<file path="config.mk">
export PLATFORM = sky130hd
export DESIGN_NAME = cswr_cfg_regs_flat
export DESIGN_NICKNAME = d
export VERILOG_FILES = /design/src/hdl/cswr_pkg.sv /design/src/hdl/cswr_cfg_if.sv /design/src/hdl/cswr_cfg_regs.sv /design/src/flat_wrapper.sv
export SDC_FILE = /design/constraint.sdc
export NUM_CORES = 1
export LEC_CHECK = 0
export ABC_CLOCK_PERIOD_IN_PS = 1000
export BUFFER_PORTS_ARGS = -buffer_cell sky130_fd_sc_hd__buf_2
export CAP_MARGIN = 20
export CORE_MARGIN = 1.5
export CORE_UTILIZATION = 48
export CTS_CLUSTER_DIAMETER = 50
export CTS_CLUSTER_SIZE = 12
export DETAILED_ROUTE_END_ITERATION = 16
export HOLD_SLACK_MARGIN = 0.06
export PLACE_DENSITY = 0.79
export SETUP_SLACK_MARGIN = 0.2
export SLEW_MARGIN = 10
export SYNTH_ARGS = -nofsm -noshare
export SYNTH_HDL_FRONTEND = slang
export SYNTH_SLANG_ARGS = --single-unit
</file>
<file path="constraint.sdc">
create_clock -name clk -period 1 [get_ports clk]
set_input_delay 0.05 -clock clk [delete_from_list [all_inputs] [get_ports clk]]
set_output_delay 0.05 -clock clk [all_outputs]
set_load 0.01 [all_outputs]
</file>
<file path="src/hdl/cswr_pkg.sv">
// Shared types, constants and fixed-point helpers for the curved scalar wave RHS unit.
// No dependencies; every other file in hdl/ depends on this package.

package cswr_pkg;

    localparam int DATA_W     = 32;
    localparam int FRAC_BITS  = 16;
    localparam int CFG_IDX_W  = 8;
    localparam int PIPE_DEPTH = 5;

    typedef logic signed [DATA_W-1:0] word_t;

    localparam word_t WORD_MAX = {1'b0, {(DATA_W-1){1'b1}}};
    localparam word_t WORD_MIN = {1'b1, {(DATA_W-1){1'b0}}};

    // Configuration register indexes
    typedef enum logic [CFG_IDX_W-1:0] {
        CFG_GAMMA1 = CFG_IDX_W'(0),
        CFG_GAMMA2 = CFG_IDX_W'(1)
    } cfg_reg_t;

    // One grid point
    typedef struct packed {
        word_t grad_psi;
        word_t grad_pi;
        word_t grad_phi;
        word_t pi_value;
        word_t phi_value;
        word_t lapse_value;
        word_t shift_value;
        word_t grad_lapse;
        word_t grad_shift;
        word_t inv_metric;
        word_t christoffel_trace;
        word_t extrinsic_trace;
    } point_t;

    // One result
    typedef struct packed {
        word_t psi_rate;
        word_t pi_rate;
        word_t phi_rate;
    } rates_t;

    // Damping settings seen by the datapath
    typedef struct packed {
        word_t gamma1;
        word_t gamma2;
        logic  gamma1_on;
    } cswr_cfg_t;

    // Per-stage load strobes from the pipeline control
    typedef struct packed {
        logic [PIPE_DEPTH-1:0] load;
    } cswr_pipe_ctl_t;

    // Saturating add
    function automatic word_t q_add(input word_t a, input word_t b);
        logic signed [DATA_W:0] s;
        s = {a[DATA_W-1], a} + {b[DATA_W-1], b};
        if (s[DATA_W] != s[DATA_W-1])
            return s[DATA_W] ? WORD_MIN : WORD_MAX;
        return s[DATA_W-1:0];
    endfunction

    // Saturating subtract
    function automatic word_t q_sub(input word_t a, input word_t b);
        logic signed [DATA_W:0] s;
        s = {a[DATA_W-1], a} - {b[DATA_W-1], b};
        if (s[DATA_W] != s[DATA_W-1])
            return s[DATA_W] ? WORD_MIN : WORD_MAX;
        return s[DATA_W-1:0];
    endfunction

    // Saturating negate: most negative maps to most positive
    function automatic word_t q_neg(input word_t a);
        if (a == WORD_MIN)
            return WORD_MAX;
        return -a;
    endfunction

    // Fixed-point multiply: floor shift by FRAC_BITS, then saturate
    function automatic word_t q_mul(input word_t a, input word_t b);
        logic signed [2*DATA_W-1:0] p;
        logic signed [2*DATA_W-1:0] q;
        logic [DATA_W:0]            top;
        p   = (2*DATA_W)'(a) * (2*DATA_W)'(b);
        q   = p >>> FRAC_BITS;
        top = q[2*DATA_W-1:DATA_W-1];
        if ((&top) || !(|top))
            return q[DATA_W-1:0];
        return q[2*DATA_W-1] ? WORD_MIN : WORD_MAX;
    endfunction

endpackage

</file>
<file path="src/hdl/cswr_cfg_if.sv">
// Configuration write channel: register index and write data, valid/ready handshake.
// Depends on cswr_pkg.

interface cswr_cfg_if;
    logic                             valid;
    logic                             ready;
    logic [cswr_pkg::CFG_IDX_W-1:0]   index;
    cswr_pkg::word_t                  data;

    modport source (output valid, index, data, input ready);
    modport sink   (input valid, index, data, output ready);
endinterface

</file>
<file path="src/hdl/cswr_cfg_regs.sv">
// Damping register file (gamma1, gamma2) written over the configuration channel.
// Depends on cswr_pkg and cswr_cfg_if.

module cswr_cfg_regs (
    input  logic                clk,
    input  logic                rst_n,
    cswr_cfg_if.sink            cfg_ch,
    output cswr_pkg::cswr_cfg_t cfg
);
    import cswr_pkg::*;

    word_t gamma1_reg;
    word_t gamma2_reg;
    logic  gamma1_on_reg;

    // Always ready; writes to unknown indexes are dropped
    assign cfg_ch.ready = 1'b1;

    always_ff @(posedge clk or negedge rst_n)
    begin
        if (!rst_n)
        begin
            gamma1_reg    <= '0;
            gamma2_reg    <= '0;
            gamma1_on_reg <= 1'b0;
        end
        else if (cfg_ch.valid)
        begin
            case (cfg_ch.index)
                CFG_GAMMA1:
                begin
                    gamma1_reg    <= cfg_ch.data;
                    gamma1_on_reg <= (cfg_ch.data != '0);
                end
                CFG_GAMMA2:
                begin
                    gamma2_reg <= cfg_ch.data;
                end
                default:
                begin
                end
            endcase
        end
    end

    assign cfg.gamma1    = gamma1_reg;
    assign cfg.gamma2    = gamma2_reg;
    assign cfg.gamma1_on = gamma1_on_reg;

endmodule

</file>
<file path="src/flat_wrapper.sv">
// flat-port wrapper written by rule: the top's interface ports become plain ports
module cswr_cfg_regs_flat import cswr_pkg::*;
  (clk, rst_n, cfg, cfg_ch_valid, cfg_ch_index, cfg_ch_data, cfg_ch_ready);
  cswr_cfg_if cfg_ch_i ();
  input  logic clk;
  input  logic rst_n;
  output cswr_pkg::cswr_cfg_t cfg;
  input wire logic [$bits(cfg_ch_i.valid)-1:0] cfg_ch_valid;
  input wire logic [$bits(cfg_ch_i.index)-1:0] cfg_ch_index;
  input wire logic [$bits(cfg_ch_i.data)-1:0] cfg_ch_data;
  output wire logic [$bits(cfg_ch_i.ready)-1:0] cfg_ch_ready;
  assign cfg_ch_i.valid = cfg_ch_valid;
  assign cfg_ch_i.index = cfg_ch_index;
  assign cfg_ch_i.data = cfg_ch_data;
  assign cfg_ch_ready = cfg_ch_i.ready;
  cswr_cfg_regs u_core (.clk(clk), .rst_n(rst_n), .cfg_ch(cfg_ch_i), .cfg(cfg));
endmodule
</file>
==> out/results.tsv <==
metric	value	unit
dieWidth	78.5	um
drtPass1Iterations	4	
clk_latency	0.33	ns
netlist_instances	156	
drv_cap	0	
cp-start-kind	input pin	
antenna_cells	0	
dp_worst_setup_slack	-0.398	ns
drt_wl_total	7.08	mm
grt_remaining_overflow	0	
setup_viol	4	
cts-buffers-inserted	9	
ys_seq_area_share	59.5	%
cts_hold_buffers	27	
p_leak	2.35	nW
synth_nets	199	
clock_path_buffers	2	
cts.sinks	65	
rows	27	
dieArea	0.00615	mm2
min_period	1.02	ns
synthMostInstantiatedCell	dfrtp_1	
drv_slew	0	
worst_clock_skew	0	ns
avgSynthCellArea	17.5	um2
worstSetupPathType	in2reg	
outcome	finished, violations left	
clk_pin_slew	0.07	ns
worstSetupEndpointType	flip-flop	
die_h	78.5	um
synthTopCellsByCount	dfrtp_1 (65), mux2_2 (33), mux2_4 (31), nor4_1 (8), buf_6 (4)	
synth-seq-cells	65	
finalPower	5.82	mW
max_freq	983	MHz
synth_enable_flop_cells	0	
synthFlopType	dfrtp_1	
vias	2068	
vdd_drop_max	0.000911	V
area_growth	55.7	%
yosysWarnings	0	
final_core_util	77.3	%
crit_chain	buf_6, nor4_4, and3_4, buf_12, mux2_4	
drt-initial-drc-count	58	
clock_tree.root_cell	clkbuf_8	
gr-usage-met2	38.1	%
synth.top_cells.by_area	dfrtp_1 (60%), mux2_4 (17%), mux2_2 (14%), buf_12 (2.2%), nor4_1 (1.8%)	
hold_class	in2reg	
setup_ws	-0.0168	ns
yosysTopAreaCellShare	59.5	%
grt_pass1_wl	11.2	mm
finalHoldViolCount	0	
tns	-0.0207	ns
path_delay_family	simple AND/OR/NAND/NOR gates	
pin_count	109	
path_max_fanout	14	
grt_max_degree	66	
numPortBuffers	107	
required	1.21	ns
synth_area_leader_cell	dfrtp_1	
grt_pass1_vias	2211	
drcViolationCount	0	
grt_use_met1	32.2	%
ctsHtreeMaxLevel	3	
async_reset_ff_share	100	%
gr-usage-all-layers	24.3	%
nets	381	
via_per_inst	4.98	
max_stage_delay	0.32	ns
cp.arrival	1.23	ns
dp_hpwl	4.18	mm
post-route-period-util	102	%
worst_path_max_delay_cell	mux2_4	
rsz0062_at_grt	true	
core_area	0.00551	mm2
antenna_found_initial	0	
gp_congestion	0.744	
antenna_left	0	
wl_per_cell	17.1	um
power.density	1370	mW/mm2
synth_area	0.00273	mm2
drive_gt1_share	68.5	%
synth_cell_type_count	15	
grtUsageMet3	6.98	%
tritoncts	yes	
busiest_layer	met2	
initial_core_util	49.6	%
violations	negative setup slack	
crit_buf_inv	2	
==> layer usage <==
| layer | vias to the layer above | share of wire [%] |
|---|---|---|
| li1 | 929 | - |
| met1 | 1032 | 42 |
| met2 | 98 | 49 |
| met3 | 9 | 7.5 |
| met4 | 0 | 1.4 |
| met5 | - | 0 |
==> power breakdown <==
| part | internal, mW | switching [mW] | total, mW |
|---|---|---|---|
| clock network | 1.21 | 0.947 | 2.16 |
| registers | 2.76 | 0.0736 | 2.83 |
| logic | 0.487 | 0.339 | 0.827 |
| total | 4.46 | 1.36 | 5.82 |
==> final timing paths <==
path | from | endpoint | slack [ns] | cells past startpoint
setup / recovery | cfg_ch_index[5] | u_core.gamma1_reg[12] | -0.02 | 5
hold / removal | cfg_ch_data[3] | u_core.gamma1_reg[3] | 0.06 | 3
setup reg to reg | u_core.gamma1_reg[24] | u_core.gamma1_reg[24] | 0.09 | 2
hold reg to reg | u_core.gamma2_reg[31] | u_core.gamma2_reg[31] | 0.50 | 1
max in group asynchronous | rst_n | u_core.gamma1_reg[27] | 0.44 | 3
min in group asynchronous | rst_n | u_core.gamma2_reg[3] | 0.28 | 3
==> through the flow <==
stage | hold slack, ns | std cells | instance area, um2
detailed placement | 0.0930 | 342 | 3410
global route | 0.0569 | 415 | 4260
CTS | 0.0473 | 408 | 4100
global placement | 0.0925 | 342 | 3410
floorplan | -0.246 | 156 | 2730
finish | 0.0612 | 415 | 4260
==> placed cells by master (no fill, tap or decap) <==
| cell | synthesis | layout |
|---|---|---|
| bufinv_16 | 0 | 1 |
| clkinv_2 | 0 | 2 |
| clkbuf_1 | 0 | 3 |
| buf_8 | 0 | 1 |
| nor4_4 | 1 | 1 |
| nor4_1 | 8 | 8 |
| buf_12 | 3 | 6 |
| buf_6 | 4 | 15 |
| and3_4 | 0 | 1 |
| buf_4 | 2 | 38 |
| nand3_4 | 0 | 1 |
| conb_1 | 1 | 1 |
| buf_2 | 0 | 93 |
| dlygate4sd3_1 | 0 | 27 |
| a31oi_4 | 0 | 1 |
| mux2_4 | 31 | 34 |
| dfrtp_1 | 65 | 65 |
| and4_1 | 2 | 2 |
| a31oi_1 | 2 | 1 |
| inv_1 | 1 | 1 |
| nor4b_4 | 1 | 1 |
| clkbuf_8 | 0 | 10 |
| mux2_2 | 33 | 30 |
==> cell type report <==
class | count | area (um2)
repair buffers | 180 | 1330
multi-input cells | 81 | 1020
inverters | 1 | 3.75
flip-flops and latches | 65 | 1630
clock inverters | 3 | 40.0
well taps | 72 | 90.1
clock buffers | 13 | 149
fillers | 353 | 1250
==> timing repair <==
item | 4_1_cts | 5_1_grt
setup endpoints to repair | 130 | 130
cloned | 0 | 0
gates resized for setup | 11 | 19
pin swaps | 1 | 0
setup buffers | 23 | 7
hold endpoints to repair | 122 | 1
==> logic make-up after synthesis <==
kind of cell,Yosys count,share of synthesized area (%)
other,1,0.137
buffers and inverters,10,4.53
AOI/OAI and AO/OA,2,0.458
and+or+nand+nor,14,4.72
muxes,64,30.6
DFF,65,59.5
==> worst reg2reg max path: cells and delay by family (launching register included) <==
| kind | cells | cell delay, ns |
|---|---|---|
| flip-flops | 1 | 0.41 |
| multiplexers | 1 | 0.25 |
| buffers and inverters | 1 | 0.14 |
No activity file was read; power rests on OpenSTA's default activity.
