==> config.mk <==
export PLATFORM = sky130hd
export DESIGN_NAME = cswr_pipe_ctrl
export DESIGN_NICKNAME = d
export VERILOG_FILES = /design/src/hdl/cswr_pkg.sv /design/src/hdl/cswr_pipe_ctrl.sv
export SDC_FILE = /design/constraint.sdc
export NUM_CORES = 1
export LEC_CHECK = 0
export ABC_AREA = 1
export BUFFER_PORTS_ARGS = -buffer_cell sky130_fd_sc_hd__buf_4
export CORE_AREA = 5 5 42 44
export CTS_CLUSTER_DIAMETER = 60
export CTS_CLUSTER_SIZE = 12
export DETAILED_ROUTE_END_ITERATION = 8
export DIE_AREA = 0 0 47 49
export PLACE_DENSITY = 0.39
export SYNTH_ARGS = -nofsm -noshare
export SYNTH_HDL_FRONTEND = slang
export SYNTH_SLANG_ARGS = --single-unit
==> constraint.sdc <==
create_clock -name clk -period 0.8 [get_ports clk]
set_input_delay 0.12 -clock clk [delete_from_list [all_inputs] [get_ports clk]]
set_output_delay 0.12 -clock clk [all_outputs]
set_load 0.01 [all_outputs]
==> src/hdl/cswr_pkg.sv <==
// Shared types, constants and fixed-point helpers for the curved scalar wave RHS unit.
// No dependencies; every other file in hdl/ depends on this package.

package cswr_pkg;

    localparam int DATA_W     = 32;
    localparam int FRAC_BITS  = 16;
    localparam int CFG_IDX_W  = 8;
    localparam int PIPE_DEPTH = 5;

    typedef logic signed [DATA_W-1:0] word_t;

    localparam word_t WORD_MAX = {1'b0, {(DATA_W-1){1'b1}}};
    localparam word_t WORD_MIN = {1'b1, {(DATA_W-1){1'b0}}};

    // Configuration register indexes
    typedef enum logic [CFG_IDX_W-1:0] {
        CFG_GAMMA1 = CFG_IDX_W'(0),
        CFG_GAMMA2 = CFG_IDX_W'(1)
    } cfg_reg_t;

    // One grid point
    typedef struct packed {
        word_t grad_psi;
        word_t grad_pi;
        word_t grad_phi;
        word_t pi_value;
        word_t phi_value;
        word_t lapse_value;
        word_t shift_value;
        word_t grad_lapse;
        word_t grad_shift;
        word_t inv_metric;
        word_t christoffel_trace;
        word_t extrinsic_trace;
    } point_t;

    // One result
    typedef struct packed {
        word_t psi_rate;
        word_t pi_rate;
        word_t phi_rate;
    } rates_t;

    // Damping settings seen by the datapath
    typedef struct packed {
        word_t gamma1;
        word_t gamma2;
        logic  gamma1_on;
    } cswr_cfg_t;

    // Per-stage load strobes from the pipeline control
    typedef struct packed {
        logic [PIPE_DEPTH-1:0] load;
    } cswr_pipe_ctl_t;

    // Saturating add
    function automatic word_t q_add(input word_t a, input word_t b);
        logic signed [DATA_W:0] s;
        s = {a[DATA_W-1], a} + {b[DATA_W-1], b};
        if (s[DATA_W] != s[DATA_W-1])
            return s[DATA_W] ? WORD_MIN : WORD_MAX;
        return s[DATA_W-1:0];
    endfunction

    // Saturating subtract
    function automatic word_t q_sub(input word_t a, input word_t b);
        logic signed [DATA_W:0] s;
        s = {a[DATA_W-1], a} - {b[DATA_W-1], b};
        if (s[DATA_W] != s[DATA_W-1])
            return s[DATA_W] ? WORD_MIN : WORD_MAX;
        return s[DATA_W-1:0];
    endfunction

    // Saturating negate: most negative maps to most positive
    function automatic word_t q_neg(input word_t a);
        if (a == WORD_MIN)
            return WORD_MAX;
        return -a;
    endfunction

    // Fixed-point multiply: floor shift by FRAC_BITS, then saturate
    function automatic word_t q_mul(input word_t a, input word_t b);
        logic signed [2*DATA_W-1:0] p;
        logic signed [2*DATA_W-1:0] q;
        logic [DATA_W:0]            top;
        p   = (2*DATA_W)'(a) * (2*DATA_W)'(b);
        q   = p >>> FRAC_BITS;
        top = q[2*DATA_W-1:DATA_W-1];
        if ((&top) || !(|top))
            return q[DATA_W-1:0];
        return q[2*DATA_W-1] ? WORD_MIN : WORD_MAX;
    endfunction

endpackage

==> src/hdl/cswr_pipe_ctrl.sv <==
// Valid bits and per-stage load strobes for the datapath; bubbles collapse on stall.
// Depends on cswr_pkg.

module cswr_pipe_ctrl (
    input  logic                     clk,
    input  logic                     rst_n,
    input  logic                     in_valid,
    output logic                     in_ready,
    output logic                     out_valid,
    input  logic                     out_ready,
    output cswr_pkg::cswr_pipe_ctl_t ctl
);
    import cswr_pkg::*;

    logic [PIPE_DEPTH-1:0] valid_reg;
    logic [PIPE_DEPTH-1:0] valid_next;
    logic [PIPE_DEPTH-1:0] advance;
    logic [PIPE_DEPTH-1:0] upstream;

    // A stage may take new data when it is empty or its item moves on
    always_comb
    begin
        advance[PIPE_DEPTH-1] = !valid_reg[PIPE_DEPTH-1] || out_ready;
        for (int k = PIPE_DEPTH - 2; k >= 0; k--)
            advance[k] = !valid_reg[k] || advance[k+1];
    end

    // Valid feeding each stage
    always_comb
    begin
        upstream[0] = in_valid;
        for (int k = 1; k < PIPE_DEPTH; k++)
            upstream[k] = valid_reg[k-1];
    end

    always_comb
    begin
        for (int k = 0; k < PIPE_DEPTH; k++)
        begin
            valid_next[k]  = advance[k] ? upstream[k] : valid_reg[k];
            ctl.load[k]    = advance[k] && upstream[k];
        end
    end

    always_ff @(posedge clk or negedge rst_n)
    begin
        if (!rst_n)
            valid_reg <= '0;
        else
            valid_reg <= valid_next;
    end

    assign in_ready  = advance[0];
    assign out_valid = valid_reg[PIPE_DEPTH-1];

endmodule

==> results.cfg, run 1 <==
[synth]
yosysUniqueCellTypes = 10
synth-xor-area-share_pct = 0
synthTopCellsByCount = inv_1 (7), nand2_1 (7), dfrtp_1 (5)
synth_fa_ha_area_share_pct = 0
muxShareOfSynthArea_pct = 0
syn_avg_cell_area_sq_um = 8.714
async_flop_share_pct = 100.0
syn_nets = 32
yosysTopAreaCellShare_pct = 51.28
ys.flop_type = dfrtp_1
synth_edf_count = 0
ys_warn_count = 0
synthTopCellsByArea = dfrtp_1 (51%), inv_1 (11%), nand2_1 (11%)
synthCells = 28
ys_ff_latch = 5
synth_top_family_by_area = simple AND/OR/NAND/NOR gates
synth_compound_area_share_pct = 4.103
netlist_area_sq_um = 244.0
yosysTopAreaCell = dfrtp_1
synth_simple_gate_area_share_pct = 32.31
yosysSeqAreaShare_pct = 51.28

[floorplan]
start_util_pct = 17.41
rows = 14
io_pins = 11
die_y_um = 49
coreArea_sq_mm = 0.001401
die-area_sq_mm = 0.002303
fp.dieW_um = 47

[timing]
clock.fmax_ghz = 0.8155
maxSlewViolCount = 0
finalHoldViolations = 0
rsz0062_at_grt = yes
timing.final.ws_setup_ns = -0.4262
min_period_over_period_pct = 153.3
hold_slack_ns = 0.09669
worst_pin_slew_ns = 0.1444
skew_ns = 0.0009537
period_minus_slack_ns = 1.226
setup_violations = 11
maxSlewHeadroom_pct = 90.37

[outcome]
violations = negative setup slack
outcome = finished, violations left

[routing]
vias_per_cell = 3.750
vias = 285
route.detailed.drc = 0
ant_nets = 0
drtIter0Drc = 2
wl_per_cell_um = 8.553
drt-total-wl_um = 650
drt_pre_antenna_iters = 3

[grt]
grt_max_degree = 6
antenna_found_initial = 0
grt_pass1_vias = 333
grt_overflow = 0
grt_pass1_wl_mm = 1.193
grt_usage_pct = 7.496

[worst_setup_path]
worst_setup_path_end_kind = primary output
path_max_fanout = 3
worstPathRequired_ns = 0.68
reg2reg_setup_slack_ns = -0.28
ff2ff_path_depth = 6
crit_arrival_ns = 1.11
worstSetupStartpoint = valid_reg[4]$_DFFE_PN0P_
worst_path_largest_cell_delay_ns = 0.39
cp_num_buf_inv = 3
crit_type = flip-flop to primary output
r2r-start = valid_reg[4]$_DFFE_PN0P_
start_kind = flip-flop
crit_chain = nand2_1 > inv_2 > nand2_2 > nand2_2 > inv_2 > buf_6
cp_top_family = flip-flops
critical_path.slowest_cell = dfrtp_1
rr_endpoint = valid_reg[0]$_DFFE_PN0P_

[clocking]
cts_htree_levels = 1
cts.reportedPaths.clkPinSlew_ns = 0.04
cts_tree = done
cts_num_sinks = 5
clockBufferDepth = 2
clock_latency_ns = 0.23
cts_buffers = 3
ctsRootBufferMaster = clkbuf_4

[hold_path]
hold_depth = 3
hold_start = in_valid
hold_path.class = primary input to flip-flop
hold_end = valid_reg[0]$_DFFE_PN0P_

[pwr]
p_per_area_mw_per_mm2 = 2557
p_int_w = 0.0009753
power_frac_comb_pct = 54.5
power_leakage_nw = 0.2938
sequentialPowerShare_pct = 25.8
pwr-share-clk_pct = 19.8
swShare_pct = 31.02
power.switching_w = 0.0004385
vdd_drop_max_v = 0.001081

[finish]
largest_reg_flops = 5
drive_above_1_share_pct = 73.33
fillerInstances = 153
finalInstanceArea_sq_um = 553.0
final_nets = 65
antenna-diode-count = 0
areaGrowthSynthToFinish_pct = 126.7

[placement]
numPortBuffers = 10
place_area_sq_um = 415.4
globalplace.congestion = 0.6883
dp.final_hpwl_um = 499.1

[job]
maxCapViolations = 0
kinds of logic after synthesis:
| family | count (synthesis) |
|---|---|
| compound gates | 2 |
| buf+inv | 8 |
| flops | 5 |
| simple gates | 13 |
timing repair:
action | 4_1_cts | 5_1_grt
gates resized for setup | 13 | 0
pin swaps | 8 | 2
hold buffers | 1 | 0
buffers inserted | 14 | 0
hold endpoints to repair | 5 | 0
endpoints found under the setup margin | 12 | 12
metal layers:
layer  vias up  global-route usage [%]  routed length, um
met1       129                   7.572                245
met2        11                   11.31                329
met3         0                   2.583                 75
met4         0                   6.912                  0
li1        145                       -                  -
met5         -                       0                  0
worst max path at each step:
stage	end	slack, ns	cells past startpoint
floorplan	ctl[1]	-0.1	3
global placement	in_ready	-0.19	4
detailed placement	in_ready	-0.20	4
CTS	ctl[0]	-0.45	4
global route	ctl[3]	-0.49	6
finish	ctl[3]	-0.43	6
layout make-up:
| cell class | instances | area (sq um) | share of cell area (%) |
|---|---|---|---|
| clock buffers | 4 | 26.28 | 4.751 |
| inverters | 8 | 30.03 | 5.430 |
| multi-input cells | 15 | 105.1 | 19.00 |
| flip-flops and latches | 5 | 125.1 | 22.62 |
| well taps | 16 | 20.02 | 3.620 |
| repair buffers | 28 | 246.5 | 44.57 |
worst register-to-register path, stage by stage (launching register included):
cell	delay (ns)
dfrtp_1	0.39
nand4_4	0.14
nor2_4	0.14
nand2_2	0.07
buf_4	0.13
buf_4	0.12
nand2_2	0.04
power by group through the flow:
stage                     Sequential (W)  Clock (W)  Combinational (W)
after detailed placement        0.000372          0           0.000511
final                           0.000364   0.000280           0.000770
after global routing            0.000376   0.000311           0.000831
after global placement          0.000370          0           0.000506
after floorplan                 0.000377          0           0.000196
after CTS                       0.000366   0.000298           0.000773
through the flow:
step / setup slack, ns / utilization, % / cells / total power, W / setup TNS [ns]
floorplan: -0.09961 / - / 28 / 0.0005728 / -0.6034
global placement: -0.1919 / 29.64 / 63 / 0.0008760 / -1.360
detailed placement: -0.2009 / 29.64 / 63 / 0.0008828 / -1.420
CTS: -0.4543 / 39.46 / 76 / 0.001437 / -3.637
global route: -0.4866 / 39.46 / 76 / 0.001518 / -4.196
finish: -0.4262 / 39.46 / 76 / 0.001414 / -3.499
layout by cell type, fill, tap and decap left out, types with 3 or more instances in the layout:
cell      count
inv_1         4
inv_2         4
nand2_2       6
nand2_1       3
clkbuf_4      3
dfrtp_1       5
buf_6         9
buf_4        18
Note: power is estimated with default switching activity, not from simulation.
==> run 2, diff against run 1 <==
- BUFFER_PORTS_ARGS: -buffer_cell sky130_fd_sc_hd__buf_4 -> -buffer_cell sky130_fd_sc_hd__buf_2
==> results.cfg, run 2 (synthesized netlist as in run 1, its figures left out) <==
[outcome]
outcome = finished, violations left
violations = negative setup slack

[worst_setup_path]
worstPathRequired_ns = 0.68
critical_path.slowest_cell = dfrtp_1
path_max_fanout = 3
reg2reg_setup_slack_ns = -0.17
start_kind = flip-flop
r2r-start = valid_reg[3]$_DFFE_PN0P_
worst_setup_path_end_kind = primary output
worst_path_largest_cell_delay_ns = 0.40
crit_chain = nand4_4 > nor2_4 > nand2_2 > buf_6
ff2ff_path_depth = 5
rr_endpoint = valid_reg[0]$_DFFE_PN0P_
worstSetupStartpoint = valid_reg[3]$_DFFE_PN0P_
crit_arrival_ns = 1.12
crit_end = in_ready
crit_type = flip-flop to primary output

[grt]
grt_usage_pct = 5.658
grt_pass1_vias = 232
grt_max_degree = 6
grt_overflow = 0
grt_pass1_wl_um = 841
antenna_found_initial = 0

[clocking]
cts_buffers = 3
ctsRootBufferMaster = clkbuf_4
cts_htree_levels = 1
clock_latency_ns = 0.23
cts_num_sinks = 5
cts.reportedPaths.clkPinSlew_ns = 0.04
clockBufferDepth = 2
cts_tree = done

[timing]
worst_pin_slew_ns = 0.1620
clock.fmax_ghz = 0.8079
maxSlewViolCount = 0
finalHoldViolations = 0
period_minus_slack_ns = 1.238
setup_violations = 11
rsz0062_at_grt = yes
min_period_over_period_pct = 154.7
timing.final.ws_setup_ns = -0.4378
skew_ns = 0.0001934
maxSlewHeadroom_pct = 89.20

[floorplan]
die_y_um = 49
coreArea_sq_mm = 0.001401
io_pins = 11
fp.dieW_um = 47
rows = 14
start_util_pct = 17.41
die-area_sq_mm = 0.002303

[routing]
drtIter0Drc = 0
vias = 229
vias_per_cell = 3.470
route.detailed.drc = 0
drt_pre_antenna_iters = 1
wl_per_cell_um = 7.803
ant_nets = 0
drt-total-wl_um = 515

[finish]
fillerInstances = 157
multiInputGateArea_sq_um = 107.6
most-common-layout-cells = buf_2 (8), nand2_2 (7), buf_6 (6)
stdcell_count = 66
drive_above_1_share_pct = 70.00
final_nets = 55
layout.area.seq_sq_um = 125.1
antenna-diode-count = 0
largest_reg_flops = 5
areaGrowthSynthToFinish_pct = 85.13
final_common_cell = buf_2
finalInstanceArea_sq_um = 451.7

[pwr]
p_per_area_mw_per_mm2 = 2612
power_leakage_nw = 0.2358
vdd_drop_max_v = 0.0006845

[hold_path]
hold_path.class = primary input to flip-flop

[placement]
numPortBuffers = 10
dp.final_hpwl_um = 432.1
pre_cts_ws_ns = -0.1835
globalplace.congestion = 0.6639
place_inst = 61
place_area_sq_um = 375.4

[job]
maxCapViolations = 0
-- run 2: cell count changes in the layout (fill, tap and decap cells not counted), sizes merged --
cell / before / now
buf: 27 / 17
-- run 2: per-stage QoR --
step	TNS, ns	utilization, %	power (W)	hold WS [ns]
2_1_floorplan	-0.6034	-	0.0005728	-0.1756
3_3_place_gp	-1.200	26.79	0.0007990	-0.05759
3_5_place_dp	-1.364	26.79	0.0007980	-0.05282
4_1_cts	-3.029	29.38	0.001102	0.09484
5_1_grt	-3.559	32.23	0.001287	0.1051
6_report	-2.805	32.23	0.001180	0.09980
-- run 2: layout make-up --
| cell class | instances | share of cell area (%) |
|---|---|---|
| timing repair buffer | 18 | 31.02 |
| sequential | 5 | 27.70 |
| multi-input combinational | 15 | 23.82 |
| inverter | 8 | 7.202 |
| clock buffer | 4 | 5.817 |
| tap | 16 | 4.432 |
-- run 2: how the worst min path moves through the flow --
stage,startpoint,end,depth (start not counted)
2_1_floorplan,rst_n,valid_reg[0]$_DFFE_PN0P_,0
3_3_place_gp,rst_n,valid_reg[3]$_DFFE_PN0P_,1
3_5_place_dp,rst_n,valid_reg[3]$_DFFE_PN0P_,1
4_1_cts,in_valid,valid_reg[0]$_DFFE_PN0P_,3
5_1_grt,in_valid,valid_reg[0]$_DFFE_PN0P_,3
6_report,in_valid,valid_reg[0]$_DFFE_PN0P_,3
-- run 2: power breakdown --
group	switching (W)	leakage, nW	internal (W)
sequential	0.0000646	0.0553	0.000309
clock	0.0000900	0.0150	0.000188
combinational	0.000238	0.165	0.000290
-- run 2: critical path: cells and delay by family (launching register included) --
kind | cells | cell delay (ns)
buffers and inverters | 1 | 0.12
and+or+nand+nor | 3 | 0.37
DFF | 1 | 0.40
-- run 2: timing repair --
action,in CTS,in global routing
pin swaps,0,6
cloned,0,0
buffers inserted,0,1
endpoints found under the hold margin,5,0
hold buffers,1,0
gates resized for setup,1,11
setup endpoints to repair,12,12
-- run 2: metal layers --
| metal | track usage (%) | wire (um) | vias up |
|---|---|---|---|
| met5 | 0 | 0 | - |
| met3 | 3.321 | 68 | 0 |
| met2 | 5.882 | 202 | 11 |
| li1 | - | - | 126 |
| met1 | 7.350 | 244 | 92 |
| met4 | 5.530 | 0 | 0 |
